[config.mk]
export PLATFORM = sky130hd
export DESIGN_NAME = tfmi_ctrl
export DESIGN_NICKNAME = d
export VERILOG_FILES = /design/src/design/tfmi_pkg.sv /design/src/design/tfmi_ctrl.sv
export SDC_FILE = /design/constraint.sdc
export NUM_CORES = 1
export LEC_CHECK = 0
export ABC_AREA = 1
export BUFFER_PORTS_ARGS = -buffer_cell sky130_fd_sc_hd__buf_2
export CAP_MARGIN = 15
export CORE_MARGIN = 4
export CORE_UTILIZATION = 35
export DETAILED_ROUTE_END_ITERATION = 10
export GPL_ROUTABILITY_DRIVEN = 0
export SKIP_LAST_GASP = 1
export SLEW_MARGIN = 5
export SYNTH_ARGS = -nofsm -noshare
export SYNTH_HDL_FRONTEND = slang
export SYNTH_SLANG_ARGS = --single-unit
[constraint.sdc]
create_clock -name clk -period 1.39 [get_ports clk]
set_input_delay 0.0695 -clock clk [delete_from_list [all_inputs] [get_ports clk]]
set_output_delay 0.0695 -clock clk [all_outputs]
set_load 0.03 [all_outputs]
[src/design/tfmi_pkg.sv]
// Shared constants, command/status types for the tricubic field map interpolator.
package tfmi_pkg;

	localparam int GRID_NX     = 32;
	localparam int GRID_NY     = 32;
	localparam int GRID_NZ     = 32;
	localparam int GRID_POINTS = GRID_NX * GRID_NY * GRID_NZ;
	localparam int ADDR_W      = $clog2(GRID_POINTS);

	localparam logic ACT_LOAD  = 1'b0;
	localparam logic ACT_QUERY = 1'b1;

	localparam logic [2:0] CFG_ORIGIN_X = 3'd0;
	localparam logic [2:0] CFG_ORIGIN_Y = 3'd1;
	localparam logic [2:0] CFG_ORIGIN_Z = 3'd2;
	localparam logic [2:0] CFG_INV_SP_X = 3'd3;
	localparam logic [2:0] CFG_INV_SP_Y = 3'd4;
	localparam logic [2:0] CFG_INV_SP_Z = 3'd5;
	localparam logic [2:0] CFG_MIRROR   = 3'd6;

	typedef struct packed {
		logic       take;     // latch query, clear accumulators
		logic       load;     // write one grid point
		logic       mul_go;   // scale one axis into grid units
		logic       kern_go;  // evaluate one kernel weight
		logic       nb_go;    // issue one neighbour
		logic       finish;   // round, saturate, present result
		logic [5:0] idx;
	} tfmi_cmd_t;

	typedef struct packed {
		logic kern_busy;
		logic nb_busy;
		logic out_full;
	} tfmi_stat_t;

endpackage

[src/design/tfmi_ctrl.sv]
// Sequencer for loads and for one query: axis scaling, kernel weights, neighbour sweep, result.
module tfmi_ctrl
	import tfmi_pkg::*;
(
	input  logic       clk,
	input  logic       arst_n,
	input  logic       in_valid,
	input  logic       action,
	output logic       in_ready,
	input  tfmi_stat_t stat,
	output tfmi_cmd_t  cmd
);

	localparam logic [2:0] ST_IDLE  = 3'd0;
	localparam logic [2:0] ST_MUL   = 3'd1;
	localparam logic [2:0] ST_KERN  = 3'd2;
	localparam logic [2:0] ST_KWAIT = 3'd3;
	localparam logic [2:0] ST_NBR   = 3'd4;
	localparam logic [2:0] ST_NWAIT = 3'd5;
	localparam logic [2:0] ST_FIN   = 3'd6;

	logic [2:0] state_q, state_d;
	logic [5:0] cnt_q, cnt_d;

	always_comb begin
		state_d = state_q;
		cnt_d   = cnt_q;
		cmd     = '0;
		cmd.idx = cnt_q;
		in_ready = 1'b0;
		case (state_q)
			ST_IDLE: begin
				in_ready = 1'b1;
				if (in_valid) begin
					if (action == ACT_QUERY) begin
						cmd.take = 1'b1;
						state_d  = ST_MUL;
						cnt_d    = '0;
					end else begin
						cmd.load = 1'b1;
					end
				end
			end
			ST_MUL: begin
				cmd.mul_go = 1'b1;
				cnt_d = cnt_q + 6'd1;
				if (cnt_q == 6'd2) begin
					state_d = ST_KERN;
					cnt_d   = '0;
				end
			end
			ST_KERN: begin
				cmd.kern_go = 1'b1;
				cnt_d = cnt_q + 6'd1;
				if (cnt_q == 6'd11) begin
					state_d = ST_KWAIT;
				end
			end
			ST_KWAIT: begin
				if (!stat.kern_busy) begin
					state_d = ST_NBR;
					cnt_d   = '0;
				end
			end
			ST_NBR: begin
				cmd.nb_go = 1'b1;
				cnt_d = cnt_q + 6'd1;
				if (cnt_q == 6'd63) begin
					state_d = ST_NWAIT;
				end
			end
			ST_NWAIT: begin
				if (!stat.nb_busy) begin
					state_d = ST_FIN;
				end
			end
			ST_FIN: begin
				if (!stat.out_full) begin
					cmd.finish = 1'b1;
					state_d    = ST_IDLE;
				end
			end
			default: begin
				state_d = ST_IDLE;
			end
		endcase
	end

	always_ff @(posedge clk or negedge arst_n) begin
		if (!arst_n) begin
			state_q <= ST_IDLE;
			cnt_q   <= '0;
		end else begin
			state_q <= state_d;
			cnt_q   <= cnt_d;
		end
	end

endmodule

==> report_table.html, run 1 <==
<table>
<tr><th>Metric</th><th>Value</th></tr>
<tr><th colspan="2">STA</th></tr>
<tr><td>Slew Limit Headroom</td><td>85.1%</td></tr>
<tr><td>Share of the clock period used by the worst path after layout</td><td>97.9%</td></tr>
<tr><td>Min setup slack post-route</td><td>0.0286 ns</td></tr>
<tr><td>Achievable Freq</td><td>735 MHz</td></tr>
<tr><td>Final setup violation count</td><td>0</td></tr>
<tr><td>Fin Setup TNS</td><td>0 ns</td></tr>
<tr><td>Min Tclk post-route</td><td>between 1 and 1.5 ns</td></tr>
<tr><td>Count of pins over their slew limit</td><td>0</td></tr>
<tr><td>Final Hold Viols</td><td>0</td></tr>
<tr><td>Layout Skew</td><td>0.000478 ns</td></tr>
<tr><td>RSZ-0062 raised after global routing</td><td>true</td></tr>
<tr><td>Worst Max-Slew Pin Slew</td><td>between 0.2 and 0.25 ns</td></tr>
<tr><th colspan="2">Synthesis</th></tr>
<tr><td>Most area-consuming cells after synthesis</td><td>dfrtp_1 31%, nand2_1 16%, nand3_1 6.1%</td></tr>
<tr><td>Synthesized netlist cell count</td><td>~110</td></tr>
<tr><td>Dominant cell type by area after synthesis</td><td>dfrtp_1</td></tr>
<tr><td>Combined area of all synthesized cells</td><td>738 µm²</td></tr>
<tr><td>Most common cell in the synthesized netlist</td><td>nand2_1</td></tr>
<tr><td>Area share of the largest cell type after synthesis</td><td>~31%</td></tr>
<tr><td>Sequential-to-total area share from yosys stat</td><td>30.5%</td></tr>
<tr><td>Number of synthesized flops with an enable pin</td><td>0</td></tr>
<tr><td>Distinct cell type count after synthesis</td><td>19</td></tr>
<tr><td>Async S/R FF share, synth</td><td>100%</td></tr>
<tr><td>Top cell types by occurrence after synthesis</td><td>31 x nand2_1, 12 x inv_1, 11 x nor2_1</td></tr>
<tr><td>Count of yosys warnings during synthesis</td><td>0</td></tr>
<tr><td>Net count after synthesis</td><td>118</td></tr>
<tr><td>Main synth FF type</td><td>dfrtp_1</td></tr>
<tr><td>Post-synthesis area per instance</td><td>6.77 µm²</td></tr>
<tr><td>Synth Register Bits</td><td>9</td></tr>
<tr><th colspan="2">Setup path</th></tr>
<tr><td>Critical path launch point type</td><td>register</td></tr>
<tr><td>Worst-path maximum fanout</td><td>5</td></tr>
<tr><td>CP Cell Sequence</td><td>nor2_4 -&gt; nand2_2 -&gt; inv_2 -&gt; nand2_2 -&gt; nor2_4 -&gt; buf_6</td></tr>
<tr><td>Delay of the slowest cell on the worst path</td><td>0.45 ns</td></tr>
<tr><td>CP Buf/Inv Count</td><td>2</td></tr>
<tr><td>Crit Path Class</td><td>reg2out</td></tr>
<tr><td>Worst reg2reg setup slack</td><td>0.06 ns</td></tr>
<tr><td>End of the worst register-to-register path</td><td>cnt_q[2]</td></tr>
<tr><td>Launching instance or port of the critical path</td><td>state_q[1]</td></tr>
<tr><td>Required time at the endpoint of the critical path</td><td>1.32 ns</td></tr>
<tr><td>Worst reg2reg path startpoint</td><td>state_q[1]</td></tr>
<tr><td>Dominant delay contributor by cell family on the critical path</td><td>flip-flops</td></tr>
<tr><td>Number of stages on the worst setup path</td><td>6</td></tr>
<tr><td>Crit path max-delay cell type</td><td>dfrtp_2</td></tr>
<tr><td>Depth of the most critical reg-to-reg path</td><td>9</td></tr>
<tr><td>Crit. End Element</td><td>output port</td></tr>
<tr><td>Arrival time of data at the critical path endpoint</td><td>1.29 ns</td></tr>
<tr><td>Capture point of the worst path</td><td>cmd[10]</td></tr>
<tr><th colspan="2">Detailed routing</th></tr>
<tr><td>Drt drc</td><td>0</td></tr>
<tr><td>Routed wire length per instance</td><td>11.2 µm</td></tr>
<tr><td>First-iteration detailed-routing DRC count</td><td>17</td></tr>
<tr><td>Post-route ant nets</td><td>0</td></tr>
<tr><td>Sum of routed wire length over all layers</td><td>1950 µm</td></tr>
<tr><td>Count of vias placed by the detailed router</td><td>roughly 830</td></tr>
<tr><td>Average vias per placed instance</td><td>4.78</td></tr>
<tr><td>Number of search-and-repair iterations in the first detailed-routing pass</td><td>4</td></tr>
<tr><th colspan="2">Pwr</th></tr>
<tr><td>Power density over cell area</td><td>roughly 2200 nW/µm²</td></tr>
<tr><td>Static Leakage</td><td>slightly above 0.6 nW</td></tr>
<tr><td>Maximum VDD drop</td><td>0.979 mV</td></tr>
<tr><th colspan="2">Floorplanning</th></tr>
<tr><td>Die H</td><td>around 54 µm</td></tr>
<tr><td>I/O pins</td><td>20</td></tr>
<tr><td>Initial Utilization</td><td>37.2%</td></tr>
<tr><td>Total core area</td><td>1980 µm²</td></tr>
<tr><td>Die extent in x</td><td>53.9 µm</td></tr>
<tr><td>Die area</td><td>2910 µm²</td></tr>
<tr><td>Placement row count</td><td>16</td></tr>
<tr><th colspan="2">Final layout</th></tr>
<tr><td>Storage cell area</td><td>approximately 230 µm²</td></tr>
<tr><td>ANT cells</td><td>0</td></tr>
<tr><td>Net count reported at finish</td><td>157</td></tr>
<tr><td>Multi-input gate area in the final layout</td><td>532 µm²</td></tr>
<tr><td>Final-layout fill cell count</td><td>192</td></tr>
<tr><td>Fraction of final layout cells sized beyond drive strength 1</td><td>between 50% and 60%</td></tr>
<tr><td>Signed area change from the synthesized netlist to the final layout</td><td>51.2%</td></tr>
<tr><th colspan="2">Global route</th></tr>
<tr><td>Wire length of the first global-routing pass</td><td>approximately 3000 µm</td></tr>
<tr><td>Global-route congestion overflow total</td><td>0</td></tr>
<tr><td>Initial antenna violation count</td><td>0</td></tr>
<tr><td>Overall global routing resource usage</td><td>14.9%</td></tr>
<tr><td>Number of global-route vias before repair</td><td>715</td></tr>
<tr><td>Largest net degree at the start of global routing</td><td>10</td></tr>
<tr><th colspan="2">CTS</th></tr>
<tr><td>Number of H-tree branching levels</td><td>1</td></tr>
<tr><td>CTS root buf</td><td>clkbuf_4</td></tr>
<tr><td>Reg clk slew, reported paths</td><td>0.06 ns</td></tr>
<tr><td>Later-pin clock latency in the skew report</td><td>around 0.26 ns</td></tr>
<tr><td>Inserted Clock Buffers</td><td>3</td></tr>
<tr><td>CTS tree</td><td>done</td></tr>
<tr><td>CTS sink count</td><td>9</td></tr>
<tr><td>Bufs on Longest Clock Path</td><td>2</td></tr>
<tr><th colspan="2">Outcome</th></tr>
<tr><td>Outcome</td><td>complete, no violations</td></tr>
<tr><th colspan="2">Job</th></tr>
<tr><td>Max-cap violations</td><td>0</td></tr>
<tr><th colspan="2">Place</th></tr>
<tr><td>Total of buffers placed on input and output ports</td><td>19</td></tr>
<tr><td>Setup Slack @ Placement</td><td>between 0.03 and 0.04 ns</td></tr>
<tr><td>Detailed placement HPWL</td><td>1440 µm</td></tr>
<tr><th colspan="2">Worst hold path</th></tr>
<tr><td>Worst min-delay path class</td><td>in2async</td></tr>
</table>
==> power breakdown <==
part           internal [mW]  leakage, nW  switching (mW)
Combinational          0.642        0.497            1.05
Clock                  0.111       0.0150          0.0987
Sequential             0.368        0.111           0.159
==> worst min path at each step <==
stage / startpoint / end / slack, ns / cells after the start
final: arst_n / cnt_q[4] / 0.19 / 2
after global routing: arst_n / cnt_q[4] / 0.20 / 2
after CTS: arst_n / cnt_q[4] / 0.19 / 2
after detailed placement: arst_n / cnt_q[4] / -0.06 / 1
after global placement: arst_n / cnt_q[4] / -0.06 / 1
after floorplan: arst_n / cnt_q[0] / -0.23 / 0
==> layer usage <==
layer  wire length, µm  GRT usage (%)  vias to the layer above
met1               883           17.7                      390
met5                 0              0                        -
met3                75           2.49                        3
met2               965           26.8                       20
li1                  -              -                      418
met4                27           5.11                        0
==> metrics by stage <==
stage | hold slack [ns] | utilization, % | cells | total power, mW | instance area, µm²
final | 0.187 | 56.3 | 174 | 2.43 | 1120
after global routing | 0.200 | 56.3 | 174 | 2.64 | 1120
after CTS | 0.192 | 51.6 | 168 | 2.26 | 1020
after detailed placement | -0.0594 | 46.7 | 159 | 1.92 | 926
after global placement | -0.0612 | 46.7 | 159 | 1.89 | 926
after floorplan | -0.226 | - | 109 | 1.55 | 767
==> repair_timing <==
action	in CTS	in global routing
hold endpoints to repair	9	0
pin swaps	0	8
gates cloned	0	0
setup endpoints to repair	5	14
hold buffers	1	0
setup buffers	4	6
resized for setup	9	18
==> registers in the layout, summed over array words and instances, names as in the netlist <==
register,flops
cnt_q,6
state_q,3
==> cell usage in the layout, fill, tap and decap left out, drive strengths merged <==
cell | synthesis | routed
nand3 | 11 | 11
nand2 | 38 | 38
o21bai | 4 | 4
nand4 | 2 | 2
a21oi | 2 | 2
clkbuf | 0 | 4
ha | 2 | 2
inv | 17 | 17
nor4 | 1 | 1
dlygate4sd3 | 0 | 1
nor2 | 15 | 15
xor2 | 4 | 4
buf | 0 | 33
o21ai | 4 | 4
dfrtp | 9 | 9
==> final cells by class <==
class,instances,share of cell area (%)
multi-input combinational,83,47.6
sequential,9,20.9
timing repair buffer,34,20.2
inverter,17,5.94
tap,27,3.03
clock buffer,4,2.35
==> cells by family after synthesis <==
family / synth area share, %
and+or+nand+nor: 44.1
buffers and inverters: 8.64
AOI/OAI and AO/OA: 8.64
DFF: 30.5
xor gates and xnor gates: 4.75
adders and majority gates: 3.39
Note: power is estimated with default switching activity, not from simulation.
==> inputs of run 2 (changes only) <==
Settings changed: CAP_MARGIN 15 to unset.
Clock period 1.39 ns to 1.5 ns, I/O delays scaled along.
==> report_table.html, run 2 (synthesis gave the netlist of run 1 again) <==
<table>
<tr><th>Metric</th><th>Value</th></tr>
<tr><th colspan="2">Final layout</th></tr>
<tr><td>Net count reported at finish</td><td>144 (was 157)</td></tr>
<tr><td>ANT cells</td><td>0 (unchanged)</td></tr>
<tr><td>Largest regs</td><td>cnt_q x6, state_q x3 (unchanged)</td></tr>
<tr><td>Most common cell after layout, fill and taps aside</td><td>nand2_1 (unchanged)</td></tr>
<tr><td>Flip-flop count of the largest register, all copies and words added</td><td>6 (unchanged)</td></tr>
<tr><td>Signed area change from the synthesized netlist to the final layout</td><td>27.8% (was 51.2%)</td></tr>
<tr><td>Fraction of final layout cells sized beyond drive strength 1</td><td>38.8% (was 52.4%)</td></tr>
<tr><td>Final core area utilization</td><td>47.6% (was 56.3%)</td></tr>
<tr><td>Layout Cells excl Fill</td><td>161 (was 174)</td></tr>
<tr><td>Leading cell types in the layout, fill and taps excluded</td><td>31 x nand2_1, 18 x buf_2, 12 x inv_1 (was 27 x nand2_1, 16 x buf_2, 15 x buf_4)</td></tr>
<tr><td>Register name with the most flops</td><td>cnt_q (unchanged)</td></tr>
<tr><th colspan="2">Global route</th></tr>
<tr><td>Number of global-route vias before repair</td><td>691 (was 715)</td></tr>
<tr><td>Largest net degree at the start of global routing</td><td>10 (unchanged)</td></tr>
<tr><td>Global-route congestion overflow total</td><td>0 (unchanged)</td></tr>
<tr><td>Initial antenna violation count</td><td>0 (unchanged)</td></tr>
<tr><td>Wire length of the first global-routing pass</td><td>2790 µm (was 3080 µm)</td></tr>
<tr><td>Overall global routing resource usage</td><td>13.3% (was 14.9%)</td></tr>
<tr><th colspan="2">Place</th></tr>
<tr><td>Total of buffers placed on input and output ports</td><td>19 (unchanged)</td></tr>
<tr><td>Placed insts</td><td>156 (was 159)</td></tr>
<tr><td>Detailed placement HPWL</td><td>1370 µm (was 1440 µm)</td></tr>
<tr><th colspan="2">Setup path</th></tr>
<tr><td>Depth of the most critical reg-to-reg path</td><td>8 (was 9)</td></tr>
<tr><td>Worst reg2reg setup slack</td><td>0.16 ns (was 0.06 ns)</td></tr>
<tr><td>Crit. End Element</td><td>output port (unchanged)</td></tr>
<tr><td>Arrival time of data at the critical path endpoint</td><td>1.34 ns (was 1.29 ns)</td></tr>
<tr><td>Required time at the endpoint of the critical path</td><td>1.42 ns (was 1.32 ns)</td></tr>
<tr><td>End of the worst register-to-register path</td><td>state_q[2] (was cnt_q[2])</td></tr>
<tr><td>Crit Path Class</td><td>reg2out (unchanged)</td></tr>
<tr><td>Critical path launch point type</td><td>register (unchanged)</td></tr>
<tr><td>Worst reg2reg path startpoint</td><td>cnt_q[0] (was state_q[1])</td></tr>
<tr><td>Worst-path maximum fanout</td><td>5 (unchanged)</td></tr>
<tr><th colspan="2">CTS</th></tr>
<tr><td>Later-pin clock latency in the skew report</td><td>0.26 ns (about the same)</td></tr>
<tr><td>Buffers inserted by post-CTS timing repair</td><td>0 (was 4)</td></tr>
<tr><td>Number of H-tree branching levels</td><td>1 (unchanged)</td></tr>
<tr><td>CTS tree</td><td>done (unchanged)</td></tr>
<tr><td>Reg clk slew, reported paths</td><td>0.06 ns (about the same)</td></tr>
<tr><td>CTS root buf</td><td>clkbuf_4 (unchanged)</td></tr>
<tr><td>CTS sink count</td><td>9 (unchanged)</td></tr>
<tr><td>Bufs on Longest Clock Path</td><td>2 (unchanged)</td></tr>
<tr><td>Inserted Clock Buffers</td><td>3 (unchanged)</td></tr>
<tr><th colspan="2">Detailed routing</th></tr>
<tr><td>Sum of routed wire length over all layers</td><td>1700 µm (was 1950 µm)</td></tr>
<tr><td>Average vias per placed instance</td><td>4.66 (was 4.78)</td></tr>
<tr><td>Number of search-and-repair iterations in the first detailed-routing pass</td><td>2 (was 4)</td></tr>
<tr><td>Post-route ant nets</td><td>0 (unchanged)</td></tr>
<tr><td>Routed wire length per instance</td><td>10.6 µm (was 11.2 µm)</td></tr>
<tr><td>Drt drc</td><td>0 (unchanged)</td></tr>
<tr><td>First-iteration detailed-routing DRC count</td><td>5 (was 17)</td></tr>
<tr><td>Count of vias placed by the detailed router</td><td>750 (was 831)</td></tr>
<tr><th colspan="2">Floorplanning</th></tr>
<tr><td>Die area</td><td>2910 µm² (unchanged)</td></tr>
<tr><td>Placement row count</td><td>16 (unchanged)</td></tr>
<tr><td>Die H</td><td>53.9 µm (unchanged)</td></tr>
<tr><td>Total core area</td><td>1980 µm² (unchanged)</td></tr>
<tr><td>I/O pins</td><td>20 (unchanged)</td></tr>
<tr><td>Die extent in x</td><td>53.9 µm (unchanged)</td></tr>
<tr><td>Initial Utilization</td><td>37.2% (unchanged)</td></tr>
<tr><th colspan="2">Pwr</th></tr>
<tr><td>Maximum VDD drop</td><td>0.928 mV (was 0.979 mV)</td></tr>
<tr><td>Power density over cell area</td><td>2070 nW/µm² (was 2170 nW/µm²)</td></tr>
<tr><td>Static Leakage</td><td>0.548 nW (was 0.622 nW)</td></tr>
<tr><th colspan="2">STA</th></tr>
<tr><td>Achievable Freq</td><td>between 700 and 800 MHz</td></tr>
<tr><td>Slew Limit Headroom</td><td>84.6% (was 85.1%)</td></tr>
<tr><td>Count of pins over their slew limit</td><td>0 (unchanged)</td></tr>
<tr><td>Final setup violation count</td><td>0 (unchanged)</td></tr>
<tr><td>Layout Skew</td><td>0.00408 ns (was 0.000478 ns)</td></tr>
<tr><td>RSZ-0062 raised after global routing</td><td>true (unchanged)</td></tr>
<tr><td>Share of the clock period used by the worst path after layout</td><td>94.3%</td></tr>
<tr><td>Min Tclk post-route</td><td>about 1.4 ns</td></tr>
<tr><td>Worst Max-Slew Pin Slew</td><td>0.230 ns (was 0.224 ns)</td></tr>
<tr><td>Final Hold Viols</td><td>0 (unchanged)</td></tr>
<tr><th colspan="2">Outcome</th></tr>
<tr><td>Outcome</td><td>complete, no violations (unchanged)</td></tr>
<tr><th colspan="2">Job</th></tr>
<tr><td>Max-cap violations</td><td>0 (unchanged)</td></tr>
<tr><th colspan="2">Worst hold path</th></tr>
<tr><td>Worst min-delay path class</td><td>in2async (unchanged)</td></tr>
</table>
run 2: final cells by class:
cell class	count	area, µm²
Timing Repair Buffer	21	115
Clock buffer	4	26.3
Fill cell	210	1040
Multi-Input combinational cell	83	470
Inverter	17	66.3
Tap cell	27	33.8
Sequential cell	9	231
run 2: worst max-delay path by stage:
| stage | startpoint | to | slack [ns] | cells past startpoint |
|---|---|---|---|---|
| final | state_q[0] | cmd[10] | 0.09 | 6 |
| after global routing | state_q[2] | cmd[10] | -0.01 | 6 |
| after CTS | state_q[0] | cmd[10] | 0.007 | 6 |
| after floorplan | cnt_q[0] | state_q[0] | 0.1 | 8 |
| after global placement | cnt_q[0] | state_q[2] | 0.15 | 8 |
| after detailed placement | cnt_q[0] | state_q[2] | 0.11 | 8 |
run 2: timing repair:
action | in CTS | in global routing
hold buffers | 1 | 0
resized for setup | 3 | 6
setup endpoints to repair | 1 | 2
endpoints found under the hold margin | 9 | 0
run 2: worst max-delay path, cell delays in order, from the launching register on:
cell      delay (ns)
dfrtp_2         0.46
nor2_4          0.15
nand2_1         0.10
inv_1           0.07
nand2_1         0.06
nor2_2          0.07
clkbuf_4        0.18
run 2: metrics by stage:
step                      total power [mW]  hold WS, ns  setup WS (ns)  cell area [µm²]  setup TNS [ns]
after CTS                             1.94        0.206        0.00712              928               0
after global placement                1.72      -0.0553          0.154              886               0
final                                 1.95        0.189         0.0855              943               0
after global routing                  2.13        0.228        -0.0123              943         -0.0123
after floorplan                       1.42       -0.221         0.0976              749               0
after detailed placement              1.73      -0.0512          0.112              886               0
run 2: power by group:
part           switching, mW  internal, mW  total [mW]
Sequential             0.152         0.340       0.492
Clock                 0.0896         0.103       0.192
Combinational          0.852         0.417        1.27
Total                   1.09         0.859        1.95
run 2: per-layer routing:
metal	vias to the layer above	GRT usage (%)	share of wire [%]
met5	-	0	0
met4	0	7.66	2.5
met3	5	1.66	4.4
met2	18	22.4	44
met1	332	16.1	49
li1	395	-	-
